**config.mk**
```make
export PLATFORM = sky130hd
export DESIGN_NAME = cosine_similarity_percent_top_flat
export DESIGN_NICKNAME = d
export VERILOG_FILES = /design/src/rtl/csp_pkg.sv /design/src/rtl/csp_in_if.sv /design/src/rtl/csp_out_if.sv /design/src/rtl/csp_accum.sv /design/src/rtl/csp_alu.sv /design/src/rtl/csp_seq.sv /design/src/rtl/cosine_similarity_percent_top.sv /design/src/flat_wrapper.sv
export SDC_FILE = /design/constraint.sdc
export NUM_CORES = 2
export LEC_CHECK = 0
export ABC_AREA = 1
export BUFFER_PORTS_ARGS = -buffer_cell sky130_fd_sc_hd__buf_2
export CAP_MARGIN = 20
export CORE_UTILIZATION = 66
export DETAILED_ROUTE_END_ITERATION = 7
export PLACE_DENSITY_LB_ADDON = 0.1
export RECOVER_POWER = 25
export SLEW_MARGIN = 10
export SYNTH_ARGS = -nofsm -noshare
export SYNTH_HDL_FRONTEND = slang
export SYNTH_SLANG_ARGS = --single-unit
```
**constraint.sdc**
```tcl
create_clock -name clk -period 14 [get_ports clk]
set_input_delay 2.8 -clock clk [delete_from_list [all_inputs] [get_ports clk]]
set_output_delay 2.8 -clock clk [all_outputs]
set_load 0.01 [all_outputs]
```
**src/rtl/csp_pkg.sv**
```systemverilog
// Shared types and constants for the cosine similarity percent block.
// Used by the accumulator, the shared adder, the sequencer and the top level.
// Depends on nothing.
package csp_pkg;

  localparam int ELEM_W  = 16;
  localparam int PROD_W  = 2 * ELEM_W;
  localparam int ACC_W   = 48;
  localparam int SCALE_W = ACC_W + 8;
  localparam int WIDE_W  = 2 * SCALE_W;
  localparam int NORM_W  = 2 * ACC_W;
  localparam int CNT_W   = $clog2(SCALE_W);
  localparam int CODE_W  = 8;

  localparam int PERCENT_LIMIT = 100;
  localparam int STEP_W        = $clog2(PERCENT_LIMIT + 1);

  localparam int SCALE_STEPS    = 3;
  localparam int SCALE_SHIFT_HI = 7;
  localparam int SCALE_SHIFT_MD = 6;
  localparam int SCALE_SHIFT_LO = 3;
  localparam int STEP_SHIFT     = 3;

  localparam logic [CODE_W-1:0] CODE_OFFSET = 8'd128;
  localparam logic [CODE_W-1:0] CODE_MIN    = 8'd28;
  localparam logic [CODE_W-1:0] CODE_MAX    = 8'd228;

  typedef enum logic [3:0] {
    ST_IDLE,
    ST_CHECK,
    ST_SCALE,
    ST_SQUARE,
    ST_NORM,
    ST_COMPARE,
    ST_STEP_Q,
    ST_STEP_S,
    ST_EMIT
  } seq_state_t;

  typedef struct packed {
    logic              valid;
    logic [ACC_W-1:0]  dot;
    logic [ACC_W-1:0]  norm_a;
    logic [ACC_W-1:0]  norm_b;
  } sums_t;

  typedef struct packed {
    logic [WIDE_W-1:0] opa;
    logic [WIDE_W-1:0] opb;
    logic              sub;
  } alu_req_t;

endpackage

```
**src/rtl/csp_in_if.sv**
```systemverilog
// Request channel carrying one element pair of the two vectors.
// Depends on csp_pkg for the element width.
interface csp_in_if;
  logic                                valid;
  logic                                ready;
  logic signed [csp_pkg::ELEM_W-1:0]   first_element;
  logic signed [csp_pkg::ELEM_W-1:0]   second_element;
  logic                                last;

  modport source(output valid, first_element, second_element, last, input ready);
  modport sink(input valid, first_element, second_element, last, output ready);
endinterface

```
**src/rtl/csp_out_if.sv**
```systemverilog
// Result channel carrying the similarity code of one vector pair.
// Depends on csp_pkg for the code width.
interface csp_out_if;
  logic                         valid;
  logic                         ready;
  logic [csp_pkg::CODE_W-1:0]   similarity_code;
  logic                         zero_dot;

  modport source(output valid, similarity_code, zero_dot, input ready);
  modport sink(input valid, similarity_code, zero_dot, output ready);
endinterface

```
**src/rtl/csp_accum.sv**
```systemverilog
// Two-stage element pipeline: registered products, then the dot and norm sums.
// Hands the final sums to the sequencer on the last pair and clears itself.
// Depends on csp_pkg.
module csp_accum (
  input  logic                               clk,
  input  logic                               rst,
  input  logic                               take,
  input  logic signed [csp_pkg::ELEM_W-1:0]  first_element,
  input  logic signed [csp_pkg::ELEM_W-1:0]  second_element,
  input  logic                               last,
  output csp_pkg::sums_t                     sums
);
  localparam int AW = csp_pkg::ACC_W;
  localparam int PW = csp_pkg::PROD_W;

  logic                 v1;
  logic                 last1;
  logic signed [PW-1:0] prod_ab;
  logic [PW-1:0]        prod_aa;
  logic [PW-1:0]        prod_bb;
  logic [AW-1:0]        dot;
  logic [AW-1:0]        norm_a;
  logic [AW-1:0]        norm_b;
  logic [AW-1:0]        dot_sum;
  logic [AW-1:0]        norm_a_sum;
  logic [AW-1:0]        norm_b_sum;

  always_ff @(posedge clk) begin
    if (rst) begin
      v1    <= 1'b0;
      last1 <= 1'b0;
    end else begin
      v1    <= take;
      last1 <= take && last;
    end
  end

  always_ff @(posedge clk) begin
    if (take) begin
      prod_ab <= first_element * second_element;
      prod_aa <= first_element * first_element;
      prod_bb <= second_element * second_element;
    end
  end

  assign dot_sum    = dot + {{(AW-PW){prod_ab[PW-1]}}, prod_ab};
  assign norm_a_sum = norm_a + {{(AW-PW){1'b0}}, prod_aa};
  assign norm_b_sum = norm_b + {{(AW-PW){1'b0}}, prod_bb};

  always_ff @(posedge clk) begin
    if (rst) begin
      dot    <= '0;
      norm_a <= '0;
      norm_b <= '0;
    end else if (v1) begin
      if (last1) begin
        dot    <= '0;
        norm_a <= '0;
        norm_b <= '0;
      end else begin
        dot    <= dot_sum;
        norm_a <= norm_a_sum;
        norm_b <= norm_b_sum;
      end
    end
  end

  assign sums.valid  = v1 && last1;
  assign sums.dot    = dot_sum;
  assign sums.norm_a = norm_a_sum;
  assign sums.norm_b = norm_b_sum;

endmodule

```
**src/rtl/csp_alu.sv**
```systemverilog
// Shared wide adder and subtracter used for every step of the final evaluation.
// The carry out is high on a subtraction when no borrow occurs.
// Depends on csp_pkg.
module csp_alu (
  input  csp_pkg::alu_req_t               req,
  output logic [csp_pkg::WIDE_W-1:0]      sum,
  output logic                            carry
);
  localparam int WW = csp_pkg::WIDE_W;

  logic [WW-1:0] opb_eff;

  assign opb_eff = req.sub ? ~req.opb : req.opb;
  assign {carry, sum} = {1'b0, req.opa} + {1'b0, opb_eff} + {{WW{1'b0}}, req.sub};

endmodule

```
**src/rtl/csp_seq.sv**
```systemverilog
// Sequencer for the final evaluation: scaled dot square, norm product and the
// linear search over odd multipliers, all on one shared adder, plus the result register.
// Depends on csp_pkg and csp_alu.
module csp_seq (
  input  logic                          clk,
  input  logic                          rst,
  input  csp_pkg::sums_t                sums,
  output logic                          idle,
  output logic                          res_valid,
  input  logic                          res_ready,
  output logic [csp_pkg::CODE_W-1:0]    res_code,
  output logic                          res_zero
);
  localparam int AW = csp_pkg::ACC_W;
  localparam int VW = csp_pkg::SCALE_W;
  localparam int WW = csp_pkg::WIDE_W;
  localparam int PW = csp_pkg::NORM_W;
  localparam int CW = csp_pkg::CNT_W;
  localparam int JW = csp_pkg::STEP_W;
  localparam int KW = csp_pkg::CODE_W;

  csp_pkg::seq_state_t state;
  csp_pkg::seq_state_t state_next;
  csp_pkg::alu_req_t   req;

  logic [AW-1:0] mag;
  logic          neg;
  logic [AW-1:0] sa;
  logic [AW-1:0] sb;
  logic [VW-1:0] v;
  logic [WW-1:0] mc;
  logic [VW-1:0] mr;
  logic [WW-1:0] dsq;
  logic [PW-1:0] p;
  logic [PW-1:0] p_next;
  logic [WW-1:0] q;
  logic [WW-1:0] s;
  logic [CW-1:0] cnt;
  logic [JW-1:0] j;
  logic [KW-1:0] code;
  logic          zero;
  logic [WW-1:0] sum;
  logic          carry;
  logic [WW-1:0] mag_w;
  logic [WW-1:0] p_w;
  logic [WW-1:0] p_next_w;
  logic [KW-1:0] j_code;
  logic          final_step;
  logic          emit_take;

  csp_alu u_alu (
    .req   (req),
    .sum   (sum),
    .carry (carry)
  );

  assign mag_w      = {{(WW-AW){1'b0}}, mag};
  assign p_w        = {{(WW-PW){1'b0}}, p};
  assign p_next     = mr[0] ? sum[PW-1:0] : p;
  assign p_next_w   = {{(WW-PW){1'b0}}, p_next};
  assign j_code     = {{(KW-JW){1'b0}}, j};
  assign final_step = (j == JW'(csp_pkg::PERCENT_LIMIT));
  assign emit_take  = (state == csp_pkg::ST_EMIT) && (!res_valid || res_ready);
  assign idle       = (state == csp_pkg::ST_IDLE);

  always_ff @(posedge clk) begin
    if (rst) begin
      state <= csp_pkg::ST_IDLE;
    end else begin
      state <= state_next;
    end
  end

  always_comb begin
    state_next = state;
    req.opa    = '0;
    req.opb    = '0;
    req.sub    = 1'b0;
    case (state)
      csp_pkg::ST_IDLE: begin
        if (sums.valid) begin
          state_next = csp_pkg::ST_CHECK;
        end
      end
      csp_pkg::ST_CHECK: begin
        req.opb    = mag_w;
        req.sub    = 1'b1;
        state_next = (mag == '0) ? csp_pkg::ST_EMIT : csp_pkg::ST_SCALE;
      end
      csp_pkg::ST_SCALE: begin
        req.opa = {{(WW-VW){1'b0}}, v};
        case (cnt[1:0])
          2'd0:    req.opb = mag_w << csp_pkg::SCALE_SHIFT_HI;
          2'd1:    req.opb = mag_w << csp_pkg::SCALE_SHIFT_MD;
          default: req.opb = mag_w << csp_pkg::SCALE_SHIFT_LO;
        endcase
        if (cnt == CW'(csp_pkg::SCALE_STEPS - 1)) begin
          state_next = csp_pkg::ST_SQUARE;
        end
      end
      csp_pkg::ST_SQUARE: begin
        req.opa = dsq;
        req.opb = mc;
        if (cnt == CW'(VW - 1)) begin
          state_next = csp_pkg::ST_NORM;
        end
      end
      csp_pkg::ST_NORM: begin
        req.opa = p_w;
        req.opb = mc;
        if (cnt == CW'(AW - 1)) begin
          state_next = csp_pkg::ST_COMPARE;
        end
      end
      csp_pkg::ST_COMPARE: begin
        req.sub = 1'b1;
        req.opa = neg ? q : dsq;
        req.opb = neg ? dsq : q;
        if (neg) begin
          state_next = (carry || final_step) ? csp_pkg::ST_EMIT : csp_pkg::ST_STEP_Q;
        end else begin
          state_next = (!carry || final_step) ? csp_pkg::ST_EMIT : csp_pkg::ST_STEP_Q;
        end
      end
      csp_pkg::ST_STEP_Q: begin
        req.opa    = q;
        req.opb    = s;
        state_next = csp_pkg::ST_STEP_S;
      end
      csp_pkg::ST_STEP_S: begin
        req.opa    = s;
        req.opb    = p_w << csp_pkg::STEP_SHIFT;
        state_next = csp_pkg::ST_COMPARE;
      end
      csp_pkg::ST_EMIT: begin
        if (!res_valid || res_ready) begin
          state_next = csp_pkg::ST_IDLE;
        end
      end
      default: begin
        state_next = csp_pkg::ST_IDLE;
      end
    endcase
  end

  // The search walks odd multipliers m = 2j-1 with q = m*m*p and s = 8*j*p.
  always_ff @(posedge clk) begin
    case (state)
      csp_pkg::ST_IDLE: begin
        if (sums.valid) begin
          mag <= sums.dot;
          neg <= sums.dot[AW-1];
          sa  <= sums.norm_a;
          sb  <= sums.norm_b;
        end
      end
      csp_pkg::ST_CHECK: begin
        if (mag == '0) begin
          code <= csp_pkg::CODE_OFFSET;
          zero <= 1'b1;
        end else begin
          zero <= 1'b0;
          if (neg) begin
            mag <= sum[AW-1:0];
          end
          v   <= '0;
          cnt <= '0;
        end
      end
      csp_pkg::ST_SCALE: begin
        v   <= sum[VW-1:0];
        cnt <= cnt + CW'(1);
        if (cnt == CW'(csp_pkg::SCALE_STEPS - 1)) begin
          mc  <= {{(WW-VW){1'b0}}, sum[VW-1:0]};
          mr  <= sum[VW-1:0];
          dsq <= '0;
          cnt <= '0;
        end
      end
      csp_pkg::ST_SQUARE: begin
        if (mr[0]) begin
          dsq <= sum;
        end
        mc  <= mc << 1;
        mr  <= mr >> 1;
        cnt <= cnt + CW'(1);
        if (cnt == CW'(VW - 1)) begin
          mc  <= {{(WW-AW){1'b0}}, sa};
          mr  <= {{(VW-AW){1'b0}}, sb};
          p   <= '0;
          cnt <= '0;
        end
      end
      csp_pkg::ST_NORM: begin
        p   <= p_next;
        mc  <= mc << 1;
        mr  <= mr >> 1;
        cnt <= cnt + CW'(1);
        if (cnt == CW'(AW - 1)) begin
          q <= p_next_w;
          s <= p_next_w << csp_pkg::STEP_SHIFT;
          j <= JW'(1);
        end
      end
      csp_pkg::ST_COMPARE: begin
        if (neg) begin
          code <= carry ? (csp_pkg::CODE_OFFSET + KW'(1) - j_code) : csp_pkg::CODE_MIN;
        end else begin
          code <= carry ? csp_pkg::CODE_MAX : (csp_pkg::CODE_OFFSET + j_code - KW'(1));
        end
      end
      csp_pkg::ST_STEP_Q: begin
        q <= sum;
      end
      csp_pkg::ST_STEP_S: begin
        s <= sum;
        j <= j + JW'(1);
      end
      csp_pkg::ST_EMIT: begin
        if (emit_take) begin
          res_code <= code;
          res_zero <= zero;
        end
      end
      default: begin
      end
    endcase
  end

  always_ff @(posedge clk) begin
    if (rst) begin
      res_valid <= 1'b0;
    end else if (emit_take) begin
      res_valid <= 1'b1;
    end else if (res_ready) begin
      res_valid <= 1'b0;
    end
  end

endmodule

```
**src/rtl/cosine_similarity_percent_top.sv**
```systemverilog
// Top level of the cosine similarity percent block.
// Depends on csp_pkg, csp_in_if, csp_out_if, csp_accum, csp_alu and csp_seq.
//
// Element pairs of two signed Q4.12 vectors are taken one per cycle while the
// block is ready and summed into the dot product and the two sums of squares; the
// pair marked last closes the vectors and yields one result, the rounded cosine in
// percent plus 128, held in a result register until taken. From the last pair the
// block takes no new request until the sequencer is back in idle, which waits for
// any earlier result to be taken. The evaluation runs on the single shared 112-bit
// adder, which forms the scaled dot square and the norm product one bit a cycle and
// then walks the rounding thresholds, up to 100 of them, each by a compare, a step
// of q and a step of s; when the dot product is zero the search is skipped.
module cosine_similarity_percent_top (
  input  logic        clk,
  input  logic        rst,
  csp_in_if.sink      item,
  csp_out_if.source   result
);
  csp_pkg::sums_t sums;
  logic           idle;
  logic           pend;
  logic           take;

  assign item.ready = idle && !pend;
  assign take       = item.valid && item.ready;

  always_ff @(posedge clk) begin
    if (rst) begin
      pend <= 1'b0;
    end else if (take && item.last) begin
      pend <= 1'b1;
    end else if (sums.valid) begin
      pend <= 1'b0;
    end
  end

  csp_accum u_accum (
    .clk            (clk),
    .rst            (rst),
    .take           (take),
    .first_element  (item.first_element),
    .second_element (item.second_element),
    .last           (item.last),
    .sums           (sums)
  );

  csp_seq u_seq (
    .clk       (clk),
    .rst       (rst),
    .sums      (sums),
    .idle      (idle),
    .res_valid (result.valid),
    .res_ready (result.ready),
    .res_code  (result.similarity_code),
    .res_zero  (result.zero_dot)
  );

endmodule
```
**src/flat_wrapper.sv**
```systemverilog
// flat-port wrapper written by rule: the top's interface ports become plain ports
module cosine_similarity_percent_top_flat 
  (clk, rst, item_valid, item_first_element, item_second_element, item_last, item_ready, result_valid, result_similarity_code, result_zero_dot, result_ready);
  csp_in_if item_i ();
  csp_out_if result_i ();
  input  logic clk;
  input  logic rst;
  input wire logic [$bits(item_i.valid)-1:0] item_valid;
  input wire logic [$bits(item_i.first_element)-1:0] item_first_element;
  input wire logic [$bits(item_i.second_element)-1:0] item_second_element;
  input wire logic [$bits(item_i.last)-1:0] item_last;
  output wire logic [$bits(item_i.ready)-1:0] item_ready;
  output wire logic [$bits(result_i.valid)-1:0] result_valid;
  output wire logic [$bits(result_i.similarity_code)-1:0] result_similarity_code;
  output wire logic [$bits(result_i.zero_dot)-1:0] result_zero_dot;
  input wire logic [$bits(result_i.ready)-1:0] result_ready;
  assign item_i.valid = item_valid;
  assign item_i.first_element = item_first_element;
  assign item_i.second_element = item_second_element;
  assign item_i.last = item_last;
  assign item_ready = item_i.ready;
  assign result_valid = result_i.valid;
  assign result_similarity_code = result_i.similarity_code;
  assign result_zero_dot = result_i.zero_dot;
  assign result_i.ready = result_ready;
  cosine_similarity_percent_top u_core (.clk(clk), .rst(rst), .item(item_i), .result(result_i));
endmodule
```
---- Yosys cells after proc, flatten, opt, wreduce, memory -nomap -nowiden ----
Index checks and enable logic that the tools add are counted.
word-level totals
  word-level logic and storage cells ...... 161
  bits of input ports ..................... 37
  memory bits (read-only) ................. 0
  memories ................................ 0
  RAM bits ................................ 0
  flip-flop bits (word level) ............. 1080
  output and inout port bits .............. 11
  bits in latches ......................... 0
operators by class
  equal/unequal tests ..................... 22
  multiply operators ...................... 3
  $add $sub $neg .......................... 10
  order comparisons ....................... 0
  shifts and indexed selects .............. 0
  multiplexer cells ....................... 58
  bitwise gates (word level) .............. 1
  reductions and logical operators ........ 39
  divide/modulo/power cells ............... 0
operator list
  operator           count
  $pmux 112 s6       2
  $mux 112           9
  $pmux 112 s2       3
  $pmux 112 s3       1
  $mux 48            6
  $mux 96            2
  $pmux 96 s2        1
  $pmux 56 s3        1
  $add 112x112->113  1
  $add 113x1->113    1
  $mux 56            2
  $not 112->112      1
  $pmux 56 s2        1
  $pmux 55 s2        1
  $add 48x32->48     2
  $mul 16x16->32     3
  $pmux 48 s2        1
  $mux 55            1
  $add 48x48->48     1
  $logic_not 48->1   1
  $mux 4             9
  $pmux 4 s9         1
  $mux 8             4
  $pmux 6 s4         1
  other kinds (33)   77

---- Longest topological paths before layout ----
  word-level depth ........................ 12
  depth in mapped cells ................... 31
  mapped depth without buffers ............ 30

---- Modules after synthesis ----
From an unflattened synthesis, not the netlist that was laid out.
unflattened totals
  cell total of the unflattened synthesis .. 13792
  area, all modules ....................... 102688.5 um^2
by module, submodules not included
  module                         area each (um^2)  sequential area each (um^2)  instances  cells each
  csp_accum                      48939.4           5745.5                       1          6942
  csp_seq                        40427.5           25084.1                      1          4094
  csp_alu                        13261.5           0.0                          1          2748
  cosine_similarity_percent_top  60.1              20.0                         1          8

---- Worst setup path after synthesis ----
OpenSTA, ideal clock, no wires.
  path kind ............................... register to register
  from .................................... reg u_core.u_seq.state[3]
  to ...................................... reg u_core.u_seq.mc[0] (enable)
  arrival ................................. 9.621 ns
  library setup time ...................... 0.752 ns
  setup slack ............................. 3.627 ns
  cell stages (with the launch flop) ...... 10
  buffers on the path ..................... 4
  data required time ...................... 13.248 ns
  period minus slack after synthesis ...... 10.373 ns
  cell sequence ........................... dfxtp_1 -> buf_4 -> nor2_4 -> nand2_4 -> nand2_4 -> inv_1 -> clkbuf_1 -> clkbuf_1 -> buf_1 -> a21oi_1
between the ends
  word-level cells in the longest chain between the ends .. 3
  elaborated cells between the ends (all ways) .. 6
  classes of those cells .................. eq/ne (4); reduce/logical (2)
RTL lines
  item                                                                     line            text
  start: declaration                                                       csp_seq.sv:22   csp_pkg::seq_state_t state;
  start signal: assignment                                                 csp_seq.sv:68   state <= csp_pkg::ST_IDLE;
  start signal: assignment                                                 csp_seq.sv:70   state <= state_next;
  $eq 4x2->1 / $eq 4x3->1 (equally long branches)                          csp_seq.sv:148  case (state)
  $ne 2x2->1 (no source line) / $reduce_bool 3->1 (equally long branches)  --
  $reduce_and 2->1 (no source line) *                                      --
  end signal: assignment                                                   csp_seq.sv:174  mc <= {{(WW-VW){1'b0}}, sum[VW-1:0]};
  end signal: assignment                                                   csp_seq.sv:184  mc <= mc << 1;
  end signal: assignment                                                   csp_seq.sv:188  mc <= {{(WW-AW){1'b0}}, sa};
  end: declaration                                                         csp_seq.sv:31   logic [WW-1:0] mc;
Mark *: on every way between the ends. The rest lies on a longest branch, timed or not.
A chain may end at the register's enable or synchronous reset.

---- Worst setup path after layout ----
  from .................................... reg u_core.u_seq.state[2]
  to ...................................... reg u_core.u_seq.s[76], data pin
between the ends
  word-level cells in the longest chain between the ends .. 10
  elaborated cells between the ends (all ways) .. 19
  classes of those cells .................. add/sub (2); eq/ne (7); mux (7); bitwise (1); reduce/logical (2)
RTL lines
  item                                             line                           text
  $eq 4x3->1 / $eq 4x2->1 (equally long branches)  csp_seq.sv:79, csp_seq.sv:148
  $reduce_or 2->1 (no source line)                 --
  $pmux 112 s6                                     csp_seq.sv:79                  case (state)
  $not 112->112                                    csp_alu.sv:13                  assign opb_eff = req.sub ? ~req.opb : req.opb;
  $mux 112                                         csp_alu.sv:13
  $add 112x112->113                                csp_alu.sv:14                  assign {carry, sum} = {1'b0, req.opa} + {1'b0, opb_eff} + {{WW{1'b0}}, req.sub};
  $add 113x1->113                                  csp_alu.sv:14
  $mux 96                                          csp_seq.sv:59                  assign p_next = mr[0] ? sum[PW-1:0] : p;
  $mux 112                                         csp_seq.sv:199                 if (cnt == CW'(AW - 1)) begin
  $pmux 112 s2 *                                   csp_seq.sv:148
  end signal: assignment                           csp_seq.sv:201                 s <= p_next_w << csp_pkg::STEP_SHIFT;
  end signal: assignment                           csp_seq.sv:216                 s <= sum;
  end: declaration                                 csp_seq.sv:37                  logic [WW-1:0] s;
Mark *: on every way between the ends. The rest lies on a longest branch, timed or not. The select of a mux whose other input is x is not followed.

==> run metrics <==
initial core utilization=0.665; Pint=about 12 mW; post-synthesis mux area share=0.000639; CP dominant cell by count=nand2_1; EDFF count, synth=between 900 and 1000; worst min path class=reg2reg; per-cell routed wire length=~24 um; core area=0.141 mm2; DRT Pass-1 Iters=8; post-layout min period=11490 ps; Die H=around 380 um; post-synthesis area per instance=a little over 8 um2; largest family of logic cells by synthesized area=adder cells; Crit Path Category=reg2reg; worst reg2reg endpoint=u_core.u_seq.s[76]; Critical Path End Type=flop; sequential share of the synthesized area=0.328; clk root buf=clkbuf_16; Logic pwr share=0.641; dpl hpwl=233000 um; global route hottest layer=met2; most common cell after layout, fill and taps aside=nand2_1; worst endpoint required time=14370 ps; gr ovfl total=0; row cnt=138; gpl congestion=1.05; Synth area leaders=edfxtp_1, fa_1, nand2_1, inv_1, ha_1; Static Leak=45.4 nW; DRT iter0 DRCs=11200; antenna-violating nets left=0; skew final=approximately 70 ps; hold_ws=between 400 and 500 ps; Finish-stage setup viols=0; design area=0.0995 mm2; Startpoint Class=flop; Synth Cell Area=between 0.09 and 0.1 mm2; synthesis-stage register bit count=roughly 1100; flop-to-flop setup slack=2510 ps; ys flop type=edfxtp_1; Clock Latency Late Sink=about 800 ps; fin util=0.704; peak supply drop=roughly 540 uV; Post-Synth Adder-Cell Area=0.222; setup ws final=between 2000 and 3000 ps; Pins Over Slew Limit=around 960; total power=approximately 22 mW; Die X=between 300 and 400 um; CTS resizes=0; area added between synthesis and finish=5.89%; IO buf count=47; failing checks=DRC, capacitance limit, slew limit; switching share of power=0.470; final net count=~13000; Placed Cells incl. Taps=between 10000 and 15000; Post-route DRC=31; M3 GR Usage=0.0917; Non-Filler Instances=about 13000; final wirelength=approximately 320000 um; synthesized net count=between 10000 and 15000; Reg power frac=0.211; Total GRT Usage=0.439; CTS H-tree lvls=3; CTS Buffer Depth=3; Clock transition at path regs=around 70 ps; RSZ-0062 raised after global routing=no; Net Sw Power=slightly above 10 mW; hold buffer count at CTS=0; I/O Pins=48; setup_tns=0 ps; CTS Sinks=1078; Final Hold Fails=0; number of CTS-inserted buffers=between 100 and 150; Die ar.=~0.14 mm2; Fmax=slightly below 0.09 GHz; most frequent cells in the layout=nand2_1, inv_1, nor2_1; post-synth top area share=0.296; crit path capture=u_core.u_seq.s[76]; Critical Path Source=u_core.u_seq.state[2]; fin crit share=0.820; met2 GRT Util=0.720; first-pass GRT wire length=between 400000 and 500000 um; Post-Synth XOR/XNOR Area=0.0358; DR vias/cell=around 6.3; asr flop ratio synth=0; share of cells above drive strength 1=0.0407; CP Cell Sequence=inv_1, nor2_1, nand2_1, nand2_1, clkinvlp_2, nor2_1, a2111oi_0, o21ai_0, a21oi_1, xor2_1, ha_1, inv_1, o21ai_0, nor2_1, o21ai_0, a21oi_1, nand2_1, a21oi_1, o21bai_1, xnor2_1, nand2_1, nand2_1, o21ai_0; placed inst area=~0.096 mm2; Synth Area in Compound Gates=0.133; reg2reg start=u_core.u_seq.state[2]; Vias=roughly 83000; met1 Use GR=0.503; Worst Path Arrival=roughly 12000 ps; initial antenna violation count=6; postcts setup bufs=0; CTS tree=built; vias in the first global route=roughly 84000; Max-cap violations=22; Clock Power Share=0.148; PD cells=219 mW/mm2; Syn. warnings=0; reg2reg path depth=23; CP peak stage delay=2270 ps; largest net degree at the start of global routing=between 100 and 150; Place WS=4720 ps; Slew headroom=-2.18; Least-Margin Pin Slew=approximately 4800 ps; worst-path fanout max=34; post-synthesis simple-gate area fraction=0.181; status=complete, but fails checks; Synth Instances=11500; slowest CP cell=clkinvlp_2; top cell type by total area after synthesis=edfxtp_1; post-synthesis cell type count=69
[Yosys cell counts, drive strengths merged, types with 46 or more instances]
cell     instances
xor2           260
a31oi           50
a21oi          735
o21ai          603
or2             74
dfxtp          152
inv           2043
fa             731
o2111ai         57
a22oi          157
o211ai          59
edfxtp         926
buf             81
o22ai          113
ha             498
a21o            46
nand2         2577
nor3            79
xnor2          113
nand4           51
nor2          1013
clkbuf         368
a221oi          85
nand3          325
[power by group through the flow]
| stage | Combinational, mW | Clock, mW | Sequential, mW |
|---|---|---|---|
| after floorplan | 10.2 | 0 | 4.59 |
| after global placement | 13.2 | 0 | 4.66 |
| after detailed placement | 13.7 | 0 | 4.66 |
| after CTS | 13.8 | 3.22 | 4.60 |
| after global routing | 15.6 | 3.33 | 4.62 |
| final | 14.0 | 3.23 | 4.61 |
[area by class of cell]
cell class | instances | area, um2
multi-input cells | 7885 | 53800
fillers | 10900 | 41900
flip-flops and latches | 1078 | 30800
inverters | 2049 | 7700
clock buffers | 139 | 3010
well taps | 1890 | 2360
clock inverters | 67 | 937
repair buffers | 136 | 877
diodes | 2 | 5.00
[how the worst min path moves through the flow]
| stage | start | end | depth (start not counted) | slack, ps |
|---|---|---|---|---|
| CTS | u_core.u_seq.code[2] | u_core.u_seq.res_code[2] | 0 | 420 |
| detailed placement | u_core.u_seq.code[2] | u_core.u_seq.res_code[2] | 0 | 410 |
| global route | u_core.u_seq.code[2] | u_core.u_seq.res_code[2] | 0 | 420 |
| finish | u_core.u_seq.code[2] | u_core.u_seq.res_code[2] | 0 | 420 |
| global placement | u_core.u_seq.zero | u_core.u_seq.res_zero | 0 | 410 |
| floorplan | u_core.u_seq.code[0] | u_core.u_seq.res_code[0] | 0 | 400 |
[worst max-delay path: cells and delay by family (launching register included)]
kind | cells | cell delay, ps
flip-flops | 1 | 360
AND/OR/NAND/NOR | 8 | 5040
buffers and inverters | 3 | 2440
XOR/XNOR | 2 | 690
adder cells (fa/ha/maj) | 1 | 380
AO/OA/AOI/OAI | 9 | 2070
[layer usage]
layer | vias to the layer above | part of all wire
met3 | 1535 | 0.11
met5 | - | 0.00016
met1 | 39300 | 0.34
met2 | 5723 | 0.46
li1 | 36800 | -
met4 | 8 | 0.091
[registers in the layout, indices dropped and copies added, names as in the netlist, 56 cells and up]
register / cells
u_core.u_seq.dsq: 112
u_core.u_seq.mc: 112
u_core.u_seq.mr: 56
u_core.u_seq.p: 96
u_core.u_seq.q: 112
u_core.u_seq.s: 112
u_core.u_seq.v: 56
[logic make-up after synthesis]
| kind of cell | count (synthesis) |
|---|---|
| and+or+nand+nor | 4184 |
| buffers and inverters | 2498 |
| AOI/OAI and AO/OA | 2093 |
| adders and majority gates | 1229 |
| DFF | 1078 |
| xor gates and xnor gates | 373 |
| muxes | 6 |
(Power assumes the default switching activity.)
